$ cat src/glyc_pkg.sv
// Shared constants, types and codes of the glyph cache tag directory.
package glyc_pkg;

    // Geometry of the directory.
    localparam int SETS    = 128;
    localparam int WAYS    = 16;
    localparam int ENTRIES = SETS * WAYS;
    localparam int SET_W   = (SETS > 1) ? $clog2(SETS) : 1;
    localparam int WAY_W   = (WAYS > 1) ? $clog2(WAYS) : 1;
    localparam int ENTRY_W = $clog2(ENTRIES);

    // Field widths.
    localparam int OP_W   = 2;
    localparam int CODE_W = 21;
    localparam int ATTR_W = 32;
    localparam int SLOT_W = 11;

    // Operation codes.
    typedef enum logic [OP_W-1:0] {
        OP_LOOKUP = 2'd0,
        OP_INSERT = 2'd1,
        OP_CLEAR  = 2'd2
    } op_t;

    // Sequencer states.
    typedef enum logic [2:0] {
        ST_IDLE,
        ST_INIT,
        ST_SET_CHK,
        ST_TAG_RD,
        ST_TAG_CMP
    } state_t;

    // One stored tag.
    typedef struct packed {
        logic [CODE_W-1:0] code;
        logic [ATTR_W-1:0] fg;
        logic [ATTR_W-1:0] bg;
    } tag_t;

    // Per-set bookkeeping: valid bit of each way and the replacement pointer.
    typedef struct packed {
        logic [WAYS-1:0]  valid;
        logic [WAY_W-1:0] next_way;
    } set_row_t;

    // Command word to the tag store.
    typedef struct packed {
        logic               wr_en;
        logic               rd_en;
        logic [ENTRY_W-1:0] addr;
        tag_t               wdata;
    } tag_cmd_t;

    // Command word to the set state store.
    typedef struct packed {
        logic             wr_en;
        logic             rd_en;
        logic [SET_W-1:0] addr;
        set_row_t         wdata;
    } set_cmd_t;

endpackage

$ cat src/glyc_set_unit.sv
// Per-set valid bits and replacement pointers, held in a small memory.
module glyc_set_unit
    import glyc_pkg::*;
(
    input  logic     clk,
    input  set_cmd_t cmd,
    output set_row_t rdata
);

    set_row_t mem [SETS];
    set_row_t rdata_reg;

    // Single write port.
    always_ff @(posedge clk)
    begin
        if (cmd.wr_en)
        begin
            mem[cmd.addr] <= cmd.wdata;
        end
    end

    // Registered read port.
    always_ff @(posedge clk)
    begin
        if (cmd.rd_en)
        begin
            rdata_reg <= mem[cmd.addr];
        end
    end

    assign rdata = rdata_reg;

endmodule

$ cat config.mk
export PLATFORM = sky130hd
export DESIGN_NAME = glyc_set_unit
export DESIGN_NICKNAME = d
export VERILOG_FILES = /design/src/glyc_pkg.sv /design/src/glyc_set_unit.sv
export SDC_FILE = /design/constraint.sdc
export NUM_CORES = 2
export LEC_CHECK = 0
export BUFFER_PORTS_ARGS = -buffer_cell sky130_fd_sc_hd__buf_4
export CAP_MARGIN = 25
export CORE_ASPECT_RATIO = 0.7
export CORE_MARGIN = 4
export CORE_UTILIZATION = 34
export DETAILED_ROUTE_END_ITERATION = 7
export PLACE_DENSITY = 0.52
export SETUP_SLACK_MARGIN = 0.05
export SLEW_MARGIN = 20
export SYNTH_ARGS = -nofsm -noshare
export SYNTH_HDL_FRONTEND = slang
export SYNTH_SLANG_ARGS = --single-unit
export TNS_END_PERCENT = 10
$ cat constraint.sdc
create_clock -name clk -period 4.01 [get_ports clk]
set_input_delay 0.802 -clock clk [delete_from_list [all_inputs] [get_ports clk]]
set_output_delay 0.802 -clock clk [all_outputs]
set_load 0.01 [all_outputs]
-- Word level (Yosys, flattened, before mapping)
Memory sizes are Yosys's and may differ from the RTL's. A register that Yosys moved wholly into a read port is not among the register bits.
Index checks and enable logic that the tools add are counted.
- multiplexer cells: 2
- operators with widths (kind ; number):
    $mux 1 ; 2
- logic and storage cells: 3
- register bits: 0
- bits in writable memories: 2560
- memories kept: 1
- memories (memory ; words ; bits a word ; read ports ; clocked after memory_dff ; write ports ; line ; source):
    mem ; 128 ; 20 ; 1 ; 1 ; 1 ; glyc_set_unit.sv:10 ; set_row_t mem [SETS];

-- Depth between registers and ports, before layout
- depth in word-level cells: 2
- depth in mapped cells: 12
- depth with buffers taken out: 7

-- Worst setup path after synthesis
No wires, ideal clock.
- kind: input port to flip-flop
- start: input port cmd[22] in the netlist's numbering
- end: memory mem[73][0] in the netlist's numbering (enable)
- path buffers: 7
- stages: 8
- arrival time: 3.378 ns
- slack: 0.209 ns
- cells stage by stage: buf_6 buf_2 buf_2 buf_2 buf_2 buf_2 buf_2 nor3_1
- RTL lines (element ; line ; source):
    start, declared ; glyc_set_unit.sv:6 ; input set_cmd_t cmd,
    end, declared ; glyc_set_unit.sv:10 ;
No word-level cell before the write port.

==> metrics.cfg <==
[outcome]
status=complete, no violations

[worst_setup_path]
path_depth=12
worst_ep_required_time_ns=4.66
arrival_ns=4.14
rr_worst_depth=8
slowest_stage=a31oi_1
worst-path-buf-inv=6
end_kind=flop
critPathKind=input pin to flop
critical_path.top_delay_family=compound AO/OA/AOI/OAI gates
crit_chain=buf_8 -> buf_12 -> inv_4 -> buf_12 -> nor3_4 -> buf_4 -> buf_4 -> a221o_1 -> a221oi_1 -> o211ai_1 -> a31oi_1 -> nand4b_1
max_stage_delay_ns=0.65
critPathLaunchType=input pin
cp_max_fo=18

[floorplanning]
io_pins=50
die_h_microns=459
start_util_pct=34.2
die_width_microns=652
core_sq_mm=0.289
die-area_sq_mm=0.299
fp-row-count=165

[hold_path]
whs_path_depth=1
min_path_type=input pin to flop

[route]
drc_errors=0
wl_mm=361
dr_total_vias=61583
drtIter0Drc=9817
via_per_inst=6.02
ant_nets=0
wl_per_cell_microns=35.3
drtPass1Iterations=7

[clocking]
clk_path_buf_depth=4
cts_sinks=2580
cts_setup_buffers=0
root_buffer=clkbuf_16
path_clk_slew_ns=0.06
clk_latency_ns=0.93
h-tree-depth=4
cts_buffers=239
ctsHoldBuffers=0
post_cts_resized=0
tritoncts=done

[power_and_ir_drop]
power_switching_mw=13.0
p_comb_share_pct=7.2
ir_worst_vdd_v=0.000357
p_sw_share_pct=23.0
power_frac_seq_pct=53.1
power_density_mw_per_mm2=481
power_mw=56.3
leakagePower_nw=36.7
clkPwrFrac_pct=39.7
cell_internal_pwr_mw=43.3

[layout]
final.fill_count=25808
areaGrowthSynthToFinish_pct=18.6
largest_reg_flops=2560
multi_input_area_sq_mm=0.0197
drive_gt1_share_pct=22.8
regArea_sq_mm=0.0775
final_cells=10229
nets=6238

[timing]
whs_ns=0.356
max_freq_mhz=286
tightest_slew_ns=1.17
period_minus_slack_ns=3.50
relSlewSlack_pct=22.1
skew_ns=0.0690
period_share_pct=87.2
slew_violations=0
hold_viol_final=0
setup_viol=0
rsz0062_at_grt=false

[logic_synthesis]
synthFlopType=edfxtp_1
synthTopCellsByCount=edfxtp_1, a221oi_1, nor2_1
synth_cells=5666
synth_cell_types=66
async_flop_share_pct=0
yosysWarnings=0
synth_top_area_cell=edfxtp_1
ys_top_cells_by_area=edfxtp_1, a221oi_1, mux2_2
synth.cell_area_sq_mm=0.0987
seq_area_frac_synth_pct=78.5
syn_area_per_cell_sq_um=17.4
ys_seq_elements=2580
synth.most_common_cell=edfxtp_1
syn_nets=5696
synth_edf_count=2580
synth_top_area_share_pct=78.5

[global_route]
grt_max_degree=82
grt_pass1_wl_mm=493
grt_overflow=0
grt_antenna_before_repair=17
grt_pass1_vias=57639
track_usage_pct=23.5

[placed_design]
gp_congestion=0.928
dp.cells=9808
place_hpwl_mm=232
port_buffers=49

[flow_run]
maxCapViolCount=0

[power by group through the flow]
stage | registers [mW] | clock network [mW] | logic (mW)
final | 29.9 | 22.3 | 4.05
after global routing | 29.9 | 23.7 | 4.17
after CTS | 29.9 | 22.6 | 3.95
after detailed placement | 30.5 | 0 | 3.94
after global placement | 30.5 | 0 | 3.90
after floorplan | 30.4 | 0 | 1.52
[layout by cell type, fill, tap and decap left out, types with 69 or more instances in the layout]
cell type  instances
edfxtp_1        2580
buf_4            565
mux2i_1          134
clkbuf_16        242
nor2_2           123
nor2_1           238
a22oi_1          178
a221oi_1         552
mux4_2            69
mux2_2           159
buf_12           165
o22ai_1           77
nand2_1          179
a21oi_1          308
o21ai_0          202
[routing by layer]
metal  global-route usage, %  wire [microns]  vias up
li1                        -               -    24664
met1                    35.8          157000    32557
met2                    31.6          145000     3894
met3                    8.00           49200      460
met4                    6.03            9920        8
met5                       0              44        -
[cell families (layout without fill, tap and decap cells)]
logic type | Yosys count | in the layout | share of synthesized area (%)
DFF | 2580 | 2580 | 78.5
and+or+nand+nor | 656 | 656 | 2.74
AOI/OAI and AO/OA | 1617 | 1617 | 11.9
muxes | 364 | 364 | 4.77
buffers and inverters | 449 | 1169 | 2.09
other | 0 | 2 | 0
[final cells by class]
cell class	count	share of cell area, %
timing repair buffer	737	6.51
clock buffer	302	5.36
antenna	2	0.00427
tap	3841	4.10
inverter	13	0.0545
clock inverter	117	0.927
sequential	2580	66.2
multi-input combinational	2637	16.9
[worst paths after layout]
kind	start	endpoint	slack [ns]
worst min register to register	mem[106][14]$_DFFE_PP_	rdata[14]$_DFFE_PP_	0.86
worst min-delay path	cmd[13]	mem[39][13]$_DFFE_PP_	0.36
worst max register to register	mem[98][11]$_DFFE_PP_	rdata[11]$_DFFE_PP_	1.05
worst max-delay path	cmd[22]	rdata[7]$_DFFE_PP_	0.51
[per-stage QoR]
step	TNS (ns)	util, %	setup slack (ns)	instance area (sq um)
2_1_floorplan	0	-	0.209	98700
3_5_place_dp	-1.86	38.0	-0.395	110000
6_report	0	40.5	0.514	117000
5_1_grt	0	40.5	0.413	117000
3_3_place_gp	-3.46	37.9	-0.523	110000
4_1_cts	0	40.5	0.604	117000
No activity file was read; power rests on OpenSTA's default activity.
